==> config.mk <==
export PLATFORM = sky130hd
export DESIGN_NAME = bsab_queue
export DESIGN_NICKNAME = d
export VERILOG_FILES = /design/src/design/bsab_queue.sv
export SDC_FILE = /design/constraint.sdc
export NUM_CORES = 1
export LEC_CHECK = 0
export ABC_AREA = 0
export BUFFER_PORTS_ARGS = -buffer_cell sky130_fd_sc_hd__clkbuf_2
export CAP_MARGIN = 20
export CORE_MARGIN = 4
export CORE_UTILIZATION = 60
export DETAILED_ROUTE_END_ITERATION = 8
export GPL_ROUTABILITY_DRIVEN = 0
export PLACE_DENSITY = 0.87
export SETUP_SLACK_MARGIN = 0.4
export SLEW_MARGIN = 20
export SYNTH_ARGS = -nofsm -noshare
export SYNTH_HDL_FRONTEND = slang
export SYNTH_SLANG_ARGS = --single-unit
==> constraint.sdc <==
create_clock -name clk_i -period 5.85 [get_ports clk_i]
set_input_delay 0.8775 -clock clk_i [delete_from_list [all_inputs] [get_ports clk_i]]
set_output_delay 0.8775 -clock clk_i [all_outputs]
set_load 0.02 [all_outputs]
==> src/design/bsab_queue.sv <==
module bsab_queue #(
  parameter int DATA_W = 32,
  parameter int DEPTH  = 4
) (
  input  logic              clk_i,
  input  logic              rst_ni,
  input  logic              push_i,
  input  logic [DATA_W-1:0] push_data_i,
  output logic              full_o,
  input  logic              pop_i,
  output logic              valid_o,
  output logic [DATA_W-1:0] data_o
);

  localparam int PTR_W = (DEPTH > 1) ? $clog2(DEPTH) : 1;
  localparam int CNT_W = $clog2(DEPTH + 1);

  logic [DATA_W-1:0] mem_q [DEPTH];
  logic [PTR_W-1:0]  wptr_q, rptr_q;
  logic [CNT_W-1:0]  count_q;
  logic              do_push, do_pop;

  assign full_o  = (count_q == CNT_W'(DEPTH));
  assign valid_o = (count_q != '0);
  assign data_o  = mem_q[rptr_q];
  assign do_push = push_i && !full_o;
  assign do_pop  = pop_i && valid_o;

  always_ff @(posedge clk_i) begin
    if (do_push) mem_q[wptr_q] <= push_data_i;
  end

  always_ff @(posedge clk_i or negedge rst_ni) begin
    if (!rst_ni) begin
      wptr_q  <= '0;
      rptr_q  <= '0;
      count_q <= '0;
    end else begin
      if (do_push) begin
        wptr_q <= (wptr_q == PTR_W'(DEPTH - 1)) ? '0 : PTR_W'(wptr_q + 1'b1);
      end
      if (do_pop) begin
        rptr_q <= (rptr_q == PTR_W'(DEPTH - 1)) ? '0 : PTR_W'(rptr_q + 1'b1);
      end
      if (do_push && !do_pop)      count_q <= CNT_W'(count_q + 1'b1);
      else if (do_pop && !do_push) count_q <= CNT_W'(count_q - 1'b1);
    end
  end

endmodule

==> impl_metrics.yaml <==
floorplanning:
  dieWidth_um: 100
  ios: 70
  starting_density_of_the_core_pct: 62.1
  placementRows: 33
  floorplan.die_area_mm2: 0.0101
  floorplan.core_area_mm2: 0.00826
  die_height_um: 100
synthesis:
  top_post_synthesis_cells_by_area: "edfxtp_1 75%, mux4_2 12%, dfrtp_1 3.4%"
  synth-seq-cells: 135
  post_synth_num_cell_types: 21
  library_cell_occupying_the_most_area_in_the_post_synthesis_netlist: "edfxtp_1"
  mappedNetlistArea_mm2: 0.00512
  postSynthCellCount: 205
  synthXorXnorAreaFrac_pct: 0.513
  postSynthAreaPerCell_um2: 25.0
  post-synth-top-area-fraction_pct: 75.0
  synth_fa_ha_area_share_pct: 1.86
  synth_top_family_by_area: "multiplexers"
  yosys-mux-area-fraction_pct: 15.6
  yosysWarningCount: 0
  post_synth_and_or_nand_nor_area_fraction_pct: 1.42
  synth.net_count: 248
  share_of_the_yosys_chip_area_belonging_to_registers_pct: 78.4
  area_fraction_in_compound_gates_after_synthesis_pct: 0
worst_setup_path:
  reg2reg_depth: 8
  setup.reg_to_reg.worst_slack_ns: 3.57
  reg2reg_to: "count_q[2]"
  critical_path.reg2reg.startpoint: "count_q[2]"
  cp.arrival_ns: 2.33
  cp-start-kind: "flip-flop"
  timing_worst_setup_path_type: "reg -> out"
  critical_path.max_fanout: 22
  worst_ep_required_time_ns: 4.97
  endpoint_kind: "output pin"
timing:
  worst-slew-pin-transition_ns: 0.889
  slew_headroom_pct: 40.7
  finalWorstSetupSlack_ns: 2.64
  timing_hold_violations_final: 0
  fin_hold_ws_ns: 0.207
  unrepaired_setup_endpoints_after_global_routing: "false"
  fin_worst_skew_ns: 0.00833
  period_minus_slack_ns: 3.21
  finalCritPeriodShare_pct: 54.8
  slew_viol_final: 0
  fmaxAchievable_mhz: 312
  fin_setup_tns_ns: 0
  finalSetupViolations: 0
min_path:
  min_path_type: "in -> async"
power:
  p_per_area_mw_per_mm2: 558
  ir_drop_uv: 273
  clock_power_share_pct: 31.0
  share_comb_of_total_power_pct: 28.1
  total_leakage_power_nw: 2.20
  intPower_mw: 2.40
  swShare_pct: 30.0
  share_seq_of_total_power_pct: 40.9
  switching_power_mw: 1.03
clock_tree:
  worstSkewPairLatency_ns: 0.50
  ctsLongestPathBuffers: 2
  clockRootBuffer: "clkbuf_8"
  post_cts.repair.setup_buffers: 0
  tritoncts: "done"
  cts_inserted_buffers: 17
  cts_hold_repair.buffers: 0
  cts.sinks: 135
  cts_max_level: 4
  worst_setup_hold_path_clk_slew_ns: 0.06
  ctsResizeCount: 0
grt:
  grt_first_pass_wirelength_um: 13800
  grt_pass1_vias: 2624
  grt_start_max_net_pins: 33
  grt_antenna_before_repair: 0
  grt_overflow: 0
  grt.total_usage_pct: 19.1
drt:
  drtAntennaViolNets: 0
  routed-via-count: 2334
  via_per_inst: 5.76
  route.detailed.wl_per_inst_um: 21.4
  wirelength_um: 8680
  drt_pre_antenna_iters: 4
  initialDrtViolationCount: 120
  route.detailed.drc: 0
flow_run:
  drv_cap: 0
finish:
  sequential_cell_area_mm2: 0.00402
  nFillCells: 464
  area_growth_syn_to_layout_pct: 19.9
  post_route_cells_drive_above_1_share_pct: 47.5
  most_frequent_cells_in_the_layout: "128 x edfxtp_1, 69 x clkbuf_2, 28 x mux4_2"
  area_used_by_multi_input_combinational_logic_um2: 998
  mostFrequentLayoutCell: "edfxtp_1"
  fin_nets: 329
status:
  outcome: "complete, no violations"
placed_design:
  post-place-ws_ns: 3.10
  dpl.hpwl_um: 5020
  numPortBuffers: 69
## flip-flops by register name, indices dropped and copies added, names as in the netlist
signal / flops
count_q: 3
mem_q: 128
rptr_q: 2
wptr_q: 2
## cell usage after synthesis
library cell,count
nor3b_2,1
dfrtp_1,7
buf_2,3
edfxtp_1,128
nand2_2,1
mux2_4,2
fa_1,1
mux4_2,28
buf_6,2
xnor2_1,1
inv_1,3
mux2_2,3
mux4_1,4
xor2_1,2
nor2b_1,1
or3_4,1
buf_12,3
and2_1,4
nor2_1,3
ha_1,6
clkbuf_1,1
## worst max-delay path by stage
stage / start / to / slack, ns / cells past startpoint
floorplan: push_i / mem_q[3][0] / 3.50 / 3
global placement: rptr_q[0] / data_o[25] / 2.98 / 2
detailed placement: rptr_q[0] / data_o[25] / 3.10 / 3
CTS: rptr_q[0] / data_o[25] / 2.57 / 3
global route: rptr_q[0] / data_o[25] / 2.48 / 3
finish: rptr_q[0] / data_o[25] / 2.64 / 3
## worst max-delay path, cell delays in order, from the launching register on
cell and delay, ns:
dfrtp_2 0.82, buf_16 0.24, mux4_1 0.58, clkbuf_2 0.18
## routing by layer
layer / track usage (%) / wire [µm] / up-vias
met5: 0 / 0 / -
met4: 7.88 / 80 / 0
met3: 6.05 / 564 / 8
met2: 31.8 / 4630 / 81
met1: 23.4 / 3400 / 1213
li1: - / - / 1032
## cells by family (layout without fill, tap and decap cells)
| kind of cell | Yosys count | after routing |
|---|---|---|
| xor gates and xnor gates | 3 | 3 |
| buffers and inverters | 12 | 106 |
| DFF | 135 | 135 |
| muxes | 37 | 37 |
| other | 0 | 1 |
| and+or+nand+nor | 11 | 11 |
| adders and majority gates | 7 | 7 |
## area by class of cell
type / count / share of cell area (%)
clock inverter: 13 / 2.93
tap: 105 / 2.14
clock buffer: 19 / 6.86
antenna: 1 / 0.0407
sequential: 135 / 65.4
inverter: 3 / 0.183
timing repair buffer: 71 / 6.19
multi-input combinational: 58 / 16.2
## power by group through the flow
stage / Combinational (mW) / Clock [mW] / Sequential (mW)
after global placement: 0.906 / 0 / 1.43
after floorplan: 0.782 / 0 / 1.35
after CTS: 0.987 / 1.08 / 1.41
after global routing: 1.04 / 1.13 / 1.43
final: 0.964 / 1.06 / 1.40
after detailed placement: 0.975 / 0 / 1.42
## metrics by stage
stage / std cells / area (µm²) / utilization, % / power [mW]
CTS: 404 / 6140 / 74.4 / 3.48
finish: 405 / 6150 / 74.4 / 3.43
global placement: 371 / 5510 / 66.8 / 2.34
detailed placement: 372 / 5540 / 67.1 / 2.40
global route: 404 / 6140 / 74.4 / 3.59
floorplan: 205 / 5120 / - / 2.13
Power figures use the tool's default switching activity.
