`config.mk`:
```
export PLATFORM = sky130hd
export DESIGN_NAME = bsab_front
export DESIGN_NICKNAME = d
export VERILOG_FILES = /design/src/design/bsab_pkg.sv /design/src/design/bsab_front.sv
export SDC_FILE = /design/constraint.sdc
export NUM_CORES = 1
export LEC_CHECK = 0
export ABC_CLOCK_PERIOD_IN_PS = 12200
export BUFFER_PORTS_ARGS = -buffer_cell sky130_fd_sc_hd__buf_2
export CELL_PAD_IN_SITES_DETAIL_PLACEMENT = 1
export CELL_PAD_IN_SITES_GLOBAL_PLACEMENT = 2
export CORE_ASPECT_RATIO = 0.7
export CORE_MARGIN = 1
export CORE_UTILIZATION = 39
export DETAILED_ROUTE_END_ITERATION = 8
export GPL_TIMING_DRIVEN = 0
export HOLD_SLACK_MARGIN = 0.03
export PLACE_DENSITY = 0.79
export SETUP_SLACK_MARGIN = 0.1
export SYNTH_ARGS = -nofsm -noshare
export SYNTH_HDL_FRONTEND = slang
export SYNTH_SLANG_ARGS = --single-unit
```
`constraint.sdc`:
```
create_clock -name clk_i -period 12.2 [get_ports clk_i]
set_input_delay 1.22 -clock clk_i [delete_from_list [all_inputs] [get_ports clk_i]]
set_output_delay 1.22 -clock clk_i [all_outputs]
set_load 0.005 [all_outputs]
```
`src/design/bsab_pkg.sv`:
```
package bsab_pkg;

  localparam int PIX_W      = 16;
  localparam int CFG_IDX_W  = 3;
  localparam int CFG_DATA_W = 15;
  localparam int QUEUE_DEPTH = 4;

  localparam logic [PIX_W-1:0] PIX_MAX = 16'h7fff;
  localparam logic [PIX_W-1:0] PIX_MIN = 16'h8000;

  // configuration register indexes
  localparam logic [CFG_IDX_W-1:0] REG_IN_WIDTH     = 3'd0;
  localparam logic [CFG_IDX_W-1:0] REG_OUT_WIDTH    = 3'd1;
  localparam logic [CFG_IDX_W-1:0] REG_OUT_HEIGHT   = 3'd2;
  localparam logic [CFG_IDX_W-1:0] REG_X_BLOCK      = 3'd3;
  localparam logic [CFG_IDX_W-1:0] REG_Y_BLOCK      = 3'd4;
  localparam logic [CFG_IDX_W-1:0] REG_AVERAGE_MODE = 3'd5;

  // per-block command flags sent from front to back
  typedef struct packed {
    logic first_row;
    logic last_row;
    logic eol;
    logic eof;
  } bsab_flags_t;

  localparam int FLAGS_W = $bits(bsab_flags_t);

  typedef enum logic [1:0] {
    RES_IDLE,
    RES_DIV,
    RES_HOLD
  } bsab_res_e;

endpackage

```
`src/design/bsab_front.sv`:
```
module bsab_front #(
  parameter int MAX_OUT_WIDTH = 1024,
  parameter int MAX_BLOCK     = 16
) (
  input  logic                                  clk_i,
  input  logic                                  rst_ni,
  input  logic                                  cfg_we_i,
  input  logic [bsab_pkg::CFG_IDX_W-1:0]        cfg_idx_i,
  input  logic [bsab_pkg::CFG_DATA_W-1:0]       cfg_data_i,
  input  logic                                  in_valid_i,
  output logic                                  in_stall_o,
  input  logic signed [bsab_pkg::PIX_W-1:0]     pixel_i,
  input  logic                                  q_full_i,
  output logic                                  q_push_o,
  output logic [bsab_pkg::PIX_W+$clog2(MAX_BLOCK)+$clog2(MAX_OUT_WIDTH)
                +bsab_pkg::FLAGS_W-1:0]         q_data_o,
  output logic                                  avg_mode_o,
  output logic [2*($clog2(MAX_BLOCK)+1)-1:0]    bsq_o
);

  localparam int BLK_W = $clog2(MAX_BLOCK) + 1;
  localparam int COL_W = $clog2(MAX_OUT_WIDTH);
  localparam int OW_W  = COL_W + 1;
  localparam int ACT_W = OW_W + BLK_W;
  localparam int IC_W  = (ACT_W > bsab_pkg::CFG_DATA_W) ? ACT_W : bsab_pkg::CFG_DATA_W;
  localparam int OH_W  = bsab_pkg::CFG_DATA_W;
  localparam int RS_W  = bsab_pkg::PIX_W + $clog2(MAX_BLOCK);
  localparam int BSQ_W = 2 * BLK_W;

  logic [14:0] in_width_q;
  logic [10:0] out_width_q;
  logic [14:0] out_height_q;
  logic [4:0]  x_block_q;
  logic [4:0]  y_block_q;
  logic        avg_q;

  logic [BLK_W-1:0] xb_eff, yb_eff;
  logic [OW_W-1:0]  ow_eff;
  logic [OH_W-1:0]  oh_eff;
  logic [ACT_W-1:0] active;
  logic [IC_W-1:0]  iw_eff;

  logic [IC_W-1:0]  ic_q, ic_d, ic_next;
  logic [BLK_W-1:0] bx_q, bx_d;
  logic [OW_W-1:0]  oc_q, oc_d;
  logic [BLK_W-1:0] by_q, by_d, by_next;
  logic [OH_W-1:0]  orow_q, orow_d;
  logic signed [RS_W-1:0] rs_q, rs_d, rs_sum;

  logic accept, frame_done, in_blocks, blk_end;
  bsab_pkg::bsab_flags_t flags;

  // configuration registers
  always_ff @(posedge clk_i or negedge rst_ni) begin
    if (!rst_ni) begin
      in_width_q   <= 15'd1024;
      out_width_q  <= 11'd64;
      out_height_q <= 15'd64;
      x_block_q    <= 5'd16;
      y_block_q    <= 5'd16;
      avg_q        <= 1'b0;
    end else if (cfg_we_i) begin
      unique case (cfg_idx_i)
        bsab_pkg::REG_IN_WIDTH:     in_width_q   <= cfg_data_i;
        bsab_pkg::REG_OUT_WIDTH:    out_width_q  <= cfg_data_i[10:0];
        bsab_pkg::REG_OUT_HEIGHT:   out_height_q <= cfg_data_i;
        bsab_pkg::REG_X_BLOCK:      x_block_q    <= cfg_data_i[4:0];
        bsab_pkg::REG_Y_BLOCK:      y_block_q    <= cfg_data_i[4:0];
        bsab_pkg::REG_AVERAGE_MODE: avg_q        <= cfg_data_i[0];
        default: ;
      endcase
    end
  end

  // clamp the factors and sizes into their working ranges
  always_comb begin
    if (x_block_q == '0)                xb_eff = BLK_W'(1);
    else if (32'(x_block_q) > MAX_BLOCK) xb_eff = BLK_W'(MAX_BLOCK);
    else                                 xb_eff = BLK_W'(x_block_q);

    if (y_block_q == '0)                yb_eff = BLK_W'(1);
    else if (32'(y_block_q) > MAX_BLOCK) yb_eff = BLK_W'(MAX_BLOCK);
    else                                 yb_eff = BLK_W'(y_block_q);

    if (out_width_q == '0)                   ow_eff = OW_W'(1);
    else if (32'(out_width_q) > MAX_OUT_WIDTH) ow_eff = OW_W'(MAX_OUT_WIDTH);
    else                                       ow_eff = OW_W'(out_width_q);

    oh_eff = (out_height_q == '0) ? OH_W'(1) : out_height_q;
    active = ACT_W'(ow_eff) * ACT_W'(xb_eff);
    iw_eff = (IC_W'(in_width_q) < IC_W'(active)) ? IC_W'(active) : IC_W'(in_width_q);
  end

  assign in_stall_o = q_full_i;
  assign accept     = in_valid_i && !in_stall_o;
  assign frame_done = (orow_q >= oh_eff);
  assign in_blocks  = (ic_q < IC_W'(active)) && (oc_q < ow_eff);
  assign blk_end    = (BLK_W'(bx_q + 1'b1) >= xb_eff);
  assign rs_sum     = rs_q + RS_W'(pixel_i);
  assign ic_next    = IC_W'(ic_q + 1'b1);
  assign by_next    = BLK_W'(by_q + 1'b1);

  always_comb begin
    flags.first_row = (by_q == '0);
    flags.last_row  = (by_next >= yb_eff);
    flags.eol       = (OW_W'(oc_q + 1'b1) == ow_eff);
    flags.eof       = flags.eol && (OH_W'(orow_q + 1'b1) == oh_eff);
  end

  assign q_data_o = {rs_sum, oc_q[COL_W-1:0], flags};

  always_comb begin
    ic_d     = ic_q;
    bx_d     = bx_q;
    oc_d     = oc_q;
    by_d     = by_q;
    orow_d   = orow_q;
    rs_d     = rs_q;
    q_push_o = 1'b0;
    if (cfg_we_i) begin
      // any register write restarts the frame
      ic_d   = '0;
      bx_d   = '0;
      oc_d   = '0;
      by_d   = '0;
      orow_d = '0;
      rs_d   = '0;
    end else if (accept && !frame_done) begin
      if (in_blocks) begin
        if (blk_end) begin
          q_push_o = 1'b1;
          rs_d     = '0;
          bx_d     = '0;
          oc_d     = OW_W'(oc_q + 1'b1);
        end else begin
          rs_d = rs_sum;
          bx_d = BLK_W'(bx_q + 1'b1);
        end
      end
      if (ic_next >= iw_eff) begin
        ic_d = '0;
        bx_d = '0;
        oc_d = '0;
        rs_d = '0;
        if (by_next >= yb_eff) begin
          by_d   = '0;
          orow_d = OH_W'(orow_q + 1'b1);
        end else begin
          by_d = by_next;
        end
      end else begin
        ic_d = ic_next;
      end
    end
  end

  always_ff @(posedge clk_i or negedge rst_ni) begin
    if (!rst_ni) begin
      ic_q   <= '0;
      bx_q   <= '0;
      oc_q   <= '0;
      by_q   <= '0;
      orow_q <= '0;
      rs_q   <= '0;
    end else begin
      ic_q   <= ic_d;
      bx_q   <= bx_d;
      oc_q   <= oc_d;
      by_q   <= by_d;
      orow_q <= orow_d;
      rs_q   <= rs_d;
    end
  end

  assign avg_mode_o = avg_q;
  assign bsq_o      = BSQ_W'(xb_eff) * BSQ_W'(yb_eff);

endmodule

```
==> out/qor.csv, run 1 <==
stage,metric,value,unit
detailed_routing,ant_nets,0,
detailed_routing,wl_per_cell,20.0,µm
detailed_routing,drc,0,
power_and_ir_drop,swShare,43.9,%
cts,path_clk_slew,60,ps
placed_design,place_hpwl,28.9,mm
min_path,min_from,avg_mode_o$_DFFE_PN0P_,
critical_path,rr_worst_depth,36,
min_path,hold_path.class,register to register,
detailed_routing,drtIter0Drc,523,
synthesis,synth_top_family_by_area,adder cells,
timing,period_share,92.1,%
critical_path,rrSetupSlack,970,ps
cts,cts_made_buffers,17,
timing,finalCriticalPeriod,11230,ps
synthesis,ys.flop_type,dfrtp_1,
placed_design,globalplace.congestion,0.865,
timing,holdWs,507,ps
cts,clock_sinks,124,
synthesis,synth_top_area_share,25.6,%
power_and_ir_drop,seq_power_share,23.1,%
synthesis,synth-compound-area-share,18.5,%
synthesis,synth_xor_area_share,6.63,%
cells_and_area,antenna_cells,0,
synthesis,syn-cell-area,11600,µm²
floorplanning,fp.dieH,146,µm
synthesis,synth_most_common_cell,ha_1,
cts,cts_max_path_buffers,2,
floorplanning,start_util,40.0,%
detailed_routing,first_pass_iters,5,
run,drv_cap,0,
synthesis,syn_nets,1535,
cells_and_area,area_growth,14.0,%
critical_path,cp-start-kind,register,
synthesis,synth_mux_area_share,4.40,%
synthesis,synth-seq-cells,124,
synthesis,netlist_instances,1318,
timing,final-hold-violation-count,0,
timing,finClkSkew,9.22,ps
cells_and_area,drive_gt1_share,13.6,%
critical_path,rr_startpoint,x_block_q[4]$_DFFE_PN1P_,
critical_path,arrival,11590,ps
global_routing,grt_pass1_vias,10431,
global_routing,overflow,0,
power_and_ir_drop,internal_power,1530,µW
critical_path,critical_path_class,register to register,
synthesis,ys_async_sr_fraction,100,%
timing,relSlewSlack,18.6,%
power_and_ir_drop,comb_power_share,54.3,%
timing,drv_slew,0,
min_path,hold-path-cell-count,1,
synthesis,yosysUniqueCellTypes,79,
detailed_routing,vias,10148,
cts,cts_htree_levels,4,
critical_path,crit_required,12560,ps
cts,cts_setup_buffers,0,
detailed_routing,via_per_inst,5.59,
critical_path,slowest_delay,1010,ps
cts,cts.repair.resized,0,
power_and_ir_drop,peakVddDrop,0.0823,mV
power_and_ir_drop,powerDensity,206,nW/µm²
cts,cts-root-buf,clkbuf_16,
power_and_ir_drop,power.switching,1200,µW
cells_and_area,fin_nets,1640,
global_routing,antenna_found_initial,0,
synthesis,avgSynthCellArea,8.82,µm²
critical_path,worstSetupEndpointType,register,
synthesis,synth_area_leaders,"dfrtp_1 (26%), ha_1 (15%), fa_1 (6.4%), nand2_1 (4.3%), xnor2_1 (4.3%)",
synthesis,synth_simple_gate_area_share,16.1,%
synthesis,yosysWarnings,0,
cts,cts_tree,yes,
synthesis,synth_adder_area_share,21.6,%
synthesis,ys_seq_area_share,26.8,%
global_routing,grt_pass1_wl,59.3,mm
floorplanning,core,29100,µm²
global_routing,grt_usage,25.0,%
timing,rsz0062_at_grt,false,
critical_path,crit_path_frequent_cell,clkbuf_1,
synthesis,synth_common_cells,"ha_1 (141), nand2_1 (134), dfrtp_1 (119), inv_1 (117), nor2_1 (93)",
synthesis,synth_edf_count,0,
critical_path,r2r_end,oc_q[10]$_DFFE_PN0P_,
floorplanning,io_pins,86,
timing,setup_violations,0,
floorplanning,fp.dieArea,30500,µm²
global_routing,grt_max_degree,92,
critical_path,critPathMaxFanout,10,
timing,max_freq,89.0,MHz
floorplanning,rows,52,
detailed_routing,wl,36.3,mm
placed_design,port_buffers,84,
power_and_ir_drop,leakage,0.00644,µW
timing,setup_tns,0,ps
power_and_ir_drop,clkPwrFrac,22.6,%
cts,clkLatencyLatePin,450,ps
outcome,run_status,finished clean,
cts,hold_buffers,0,
critical_path,worst_path_max_delay_cell,nor2_1,
min_path,holdPathEnd,avg_mode_o$_DFFE_PN0P_,
floorplanning,dieWidth,208,µm
timing,tightest_slew,1200,ps
synthesis,synth_top_area_cell,dfrtp_1,
-- registers in the layout, summed over array words and instances, names as in the netlist --
signal,flops
rs_q,20
ic_q,16
in_width_q,15
orow_q,15
out_height_q,15
oc_q,11
out_width_q,11
bx_q,5
by_q,5
x_block_q,5
y_block_q,5
avg_mode_o,1
-- power by group through the flow --
stage	Combinational [µW]	Sequential, µW	Clock, µW
finish	1480	628	616
global route	1670	642	643
CTS	1490	627	627
detailed placement	1470	632	0
global placement	1420	630	0
floorplan	1030	592	0
-- through the flow --
stage / power, µW / instance area [µm²] / util [%] / setup WS (ps) / instances
final: 2720 / 13300 / 45.6 / 969 / 1814
after global routing: 2950 / 13300 / 45.6 / 203 / 1814
after CTS: 2740 / 13300 / 45.6 / 904 / 1814
after detailed placement: 2100 / 12600 / 43.2 / 982 / 1782
after global placement: 2050 / 12500 / 43.0 / 1110 / 1780
after floorplan: 1620 / 11600 / - / 3550 / 1318
-- layer usage --
layer / global-route usage (%) / vias up / wire [µm]
met5: 0 / - / 0
met4: 6.70 / 0 / 573
met2: 35.0 / 158 / 14700
li1: - / 4880 / -
met1: 39.2 / 5077 / 19800
met3: 3.79 / 33 / 1270
-- cells by family after synthesis --
family | count (synthesis)
and+or+nand+nor | 397
xor gates and xnor gates | 88
muxes | 46
DFF | 124
AOI/OAI and AO/OA | 317
adders and majority gates | 179
buffers and inverters | 167
-- layout by cell type, fill, tap and decap left out, types with 10 or more instances in the layout --
master and count:
nand2_1 134, a22o_1 31, clkbuf_16 17, inv_1 117, nand3_1 36, nor3_1 34, ha_1 141, o21a_1 10
or2_2 10, buf_4 12, buf_2 88, xnor2_1 57, mux2_2 31, and3_1 17, a32oi_1 11, or3_1 11
nor2b_1 16, nor2_1 93, o21ai_0 90, clkbuf_1 28, a21oi_1 53, fa_1 37, a21o_1 31, xor2_1 31
dfrtp_1 119
-- area by class of cell --
| class | count | area (µm²) |
|---|---|---|
| plain buffers | 49 | 254 |
| clock buffers | 20 | 457 |
| clock inverters | 12 | 230 |
| fillers | 3419 | 15800 |
| inverters | 118 | 443 |
| multi-input cells | 1027 | 7820 |
| flip-flops and latches | 124 | 3110 |
| well taps | 378 | 473 |
| repair buffers | 86 | 462 |
-- worst max path at each step --
stage | cells after the start | from | slack (ps) | to
after global placement | 36 | x_block_q[4]$_DFFE_PN1P_ | 1110 | oc_q[1]$_DFFE_PN0P_
after detailed placement | 36 | x_block_q[4]$_DFFE_PN1P_ | 980 | oc_q[10]$_DFFE_PN0P_
after CTS | 36 | x_block_q[4]$_DFFE_PN1P_ | 900 | oc_q[10]$_DFFE_PN0P_
after floorplan | 38 | x_block_q[4]$_DFFE_PN1P_ | 3550 | rs_q[16]$_DFFE_PN0P_
final | 36 | x_block_q[4]$_DFFE_PN1P_ | 970 | oc_q[10]$_DFFE_PN0P_
after global routing | 36 | x_block_q[4]$_DFFE_PN1P_ | 200 | ic_q[12]$_DFFE_PN0P_
-- worst max-delay path, delay by kind of cell (launching register included) --
kind                     cells  cell delay [ps]
adder cells (fa/ha/maj)      7             2990
multiplexers                 1              370
flip-flops                   1              520
buffers and inverters        8             2340
AND/OR/NAND/NOR              8             2260
XOR/XNOR                     1              370
AO/OA/AOI/OAI               11             2230
No activity file was read; power rests on OpenSTA's default activity.
==> run 2, diff against run 1 <==
- PLACE_DENSITY: 0.79 -> not set
- PLACE_DENSITY_LB_ADDON: not set -> 0.2
==> run 2 against run 1 <==
  * Clock skew increased by 2.5 ps
  * Critical path depth unchanged
  * Worst hold slack got worse by 2.4 ps
  * Non-clock buffer count increased by 1
  * Maximum frequency decreased by 0.32%
  * First-iteration DRC count decreased by 3.6%
  * Core utilization decreased by 0.23 points
  * Register-to-register slack got worse by 40 ps
  * Clock-buffer cell count increased by 2
  * Worst setup slack got worse by 36 ps
  * Global-route usage increased by 0.072 points
  * Via count increased by 0.73%
  * Highest routed layer unchanged
==> out/qor.csv, run 2 (synthesized netlist as in run 1, its figures left out) <==
stage,metric,value,unit,change
timing,final-hold-violation-count,0,,unchanged
placed_design,globalplace.congestion,0.836,,-3.4%
cts,clkLatencyLatePin,450,ps,about the same
cells_and_area,drive_gt1_share,13.6,%,about the same
cts,cts-root-buf,clkbuf_16,,
critical_path,worst_path_max_delay_cell,nor2_1,,
timing,finClkSkew,11.7,ps,+2.47 ps
global_routing,grt_pass1_vias,10504,,+0.70%
min_path,min_from,avg_mode_o$_DFFE_PN0P_,,
critical_path,rrSetupSlack,930,ps,-40 ps
cells_and_area,top_regs,"rs_q (20), ic_q (16)",,
global_routing,grt_max_degree,77,,-16%
detailed_routing,dr.max_layer_used,met4,,
detailed_routing,ant_nets,0,,unchanged
cells_and_area,area_growth,13.4,%,
run,drv_cap,0,,unchanged
cells_and_area,final_cell_mix,"ha_1 (141), nand2_1 (134), dfrtp_1 (119), inv_1 (117), nor2_1 (93)",,
power_and_ir_drop,powerDensity,201,nW/µm²,-2.2%
min_path,hold-path-cell-count,1,,unchanged
floorplanning,io_pins,86,,unchanged
timing,relSlewSlack,15.2,%,-3.4 points
critical_path,slowest_delay,990,ps,-20 ps
cells_and_area,largest_reg_flops,20,,unchanged
cells_and_area,final_util,45.3,%,-0.23 points
critical_path,critPathLaunch,x_block_q[4]$_DFFE_PN1P_,,
min_path,hold_path.class,register to register,,
global_routing,grt_pass1_wl,59.4,mm,+0.25%
timing,max_freq,88.8,MHz,-0.32%
cts,cts_max_path_buffers,2,,unchanged
global_routing,grt_usage,25.1,%,+0.072 points
critical_path,r2r_end,oc_q[1]$_DFFE_PN0P_,,
min_path,holdPathEnd,avg_mode_o$_DFFE_PN0P_,,
cts,cts.repair.resized,0,,unchanged
floorplanning,dieWidth,208,µm,unchanged
timing,setup_tns,0,ps,unchanged
placed_design,dp_slack,1010,ps,+32.3 ps
detailed_routing,drc,0,,unchanged
placed_design,place_hpwl,29.1,mm,+0.98%
timing,drv_slew,0,,unchanged
critical_path,rr_worst_depth,36,,unchanged
critical_path,critical_path_class,register to register,,
detailed_routing,met1_length,19.6,mm,-1.3%
power_and_ir_drop,peakVddDrop,0.0688,mV,-16%
cts,cts_tree,yes,,
detailed_routing,met2_length,14.9,mm,+1.6%
cts,hold_buffers,0,,unchanged
cells_and_area,regMostFlops,rs_q,,
floorplanning,core,29100,µm²,unchanged
critical_path,worstSetupEndpointType,register,,
floorplanning,rows,52,,unchanged
cts,cts_made_buffers,17,,unchanged
placed_design,port_buffers,84,,unchanged
cts,cts_setup_buffers,0,,unchanged
timing,setup_violations,0,,unchanged
cts,cts_htree_levels,4,,unchanged
global_routing,antenna_found_initial,0,,unchanged
cells_and_area,fin_nets,1641,,+0.061%
detailed_routing,drtIter0Drc,504,,-3.6%
outcome,run_status,finished clean,,
cts,path_clk_slew,60,ps,about the same
cells_and_area,nFillCells,3443,,+0.70%
cells_and_area,final_common_cell,ha_1,,
floorplanning,fp.dieH,146,µm,unchanged
critical_path,crit_path_frequent_cell,clkbuf_1,,
global_routing,overflow,0,,unchanged
cells_and_area,final_cells,1816,,+0.11%
critical_path,cp-start-kind,register,,
critical_path,arrival,11620,ps,+30 ps
detailed_routing,wl_per_cell,20.0,µm,about the same
detailed_routing,vias,10222,,+0.73%
timing,worst_slack,933,ps,-36.0 ps
detailed_routing,dr_wl_met3,1.46,mm,+15%
critical_path,rr_startpoint,x_block_q[4]$_DFFE_PN1P_,,
cts,clock_sinks,124,,unchanged
critical_path,critPathMaxFanout,10,,unchanged
detailed_routing,wl,36.4,mm,+0.19%
critical_path,crit_required,12560,ps,about the same
timing,finalCriticalPeriod,11270,ps,+36.0 ps
timing,rsz0062_at_grt,false,,
detailed_routing,via_per_inst,5.63,,+0.62%
timing,period_share,92.3,%,+0.30 points
floorplanning,start_util,40.0,%,unchanged
floorplanning,fp.dieArea,30500,µm²,unchanged
detailed_routing,first_pass_iters,5,,unchanged
timing,tightest_slew,1260,ps,+56.9 ps
power_and_ir_drop,leakage,0.00641,µW,-0.42%
placed_design,dp.cells,1782,,unchanged
-- run 2: cell type report --
cell class / instances / area (µm²) / area share, %
antenna: 1 / 2.50 / 0.0190
buffer: 49 / 254 / 1.93
clock buffer: 22 / 474 / 3.60
clock inverter: 10 / 138 / 1.04
inverter: 118 / 443 / 3.36
multi-input combinational: 1027 / 7820 / 59.3
sequential: 124 / 3110 / 23.6
tap: 378 / 473 / 3.59
timing repair buffer: 87 / 467 / 3.54
-- run 2: worst max-delay path by stage --
stage                                 to  cells after the start
CTS                  oc_q[1]$_DFFE_PN0P_                     36
global placement     oc_q[1]$_DFFE_PN0P_                     36
detailed placement   oc_q[1]$_DFFE_PN0P_                     36
global route         oc_q[1]$_DFFE_PN0P_                     36
finish               oc_q[1]$_DFFE_PN0P_                     36
floorplan           rs_q[16]$_DFFE_PN0P_                     38
-- run 2: report_power, final --
group | internal [µW] | leakage, µW | switching [µW]
clock | 337 | 0.000297 | 208
combinational | 622 | 0.00456 | 858
sequential | 510 | 0.00156 | 117
-- run 2: through the flow --
stage	instance area, µm²	total power, µW	hold slack [ps]
global route	13200	2880	524
finish	13200	2650	504
global placement	12500	2040	486
detailed placement	12600	2100	492
floorplan	11600	1620	475
CTS	13200	2670	506
-- run 2: per-layer routing --
| layer | track usage [%] | vias up |
|---|---|---|
| met4 | 6.67 | 0 |
| met5 | 0 | - |
| met3 | 3.76 | 28 |
| met1 | 39.1 | 5120 |
| li1 | - | 4887 |
| met2 | 35.3 | 187 |
-- run 2: critical path, delay by kind of cell (launching register included) --
| family | cells | cell delay (ps) |
|---|---|---|
| AOI/OAI and AO/OA | 11 | 2240 |
| adders and majority gates | 7 | 3010 |
| DFF | 1 | 530 |
| buffers and inverters | 8 | 2410 |
| muxes | 1 | 390 |
| xor gates and xnor gates | 1 | 380 |
| and+or+nand+nor | 8 | 2210 |
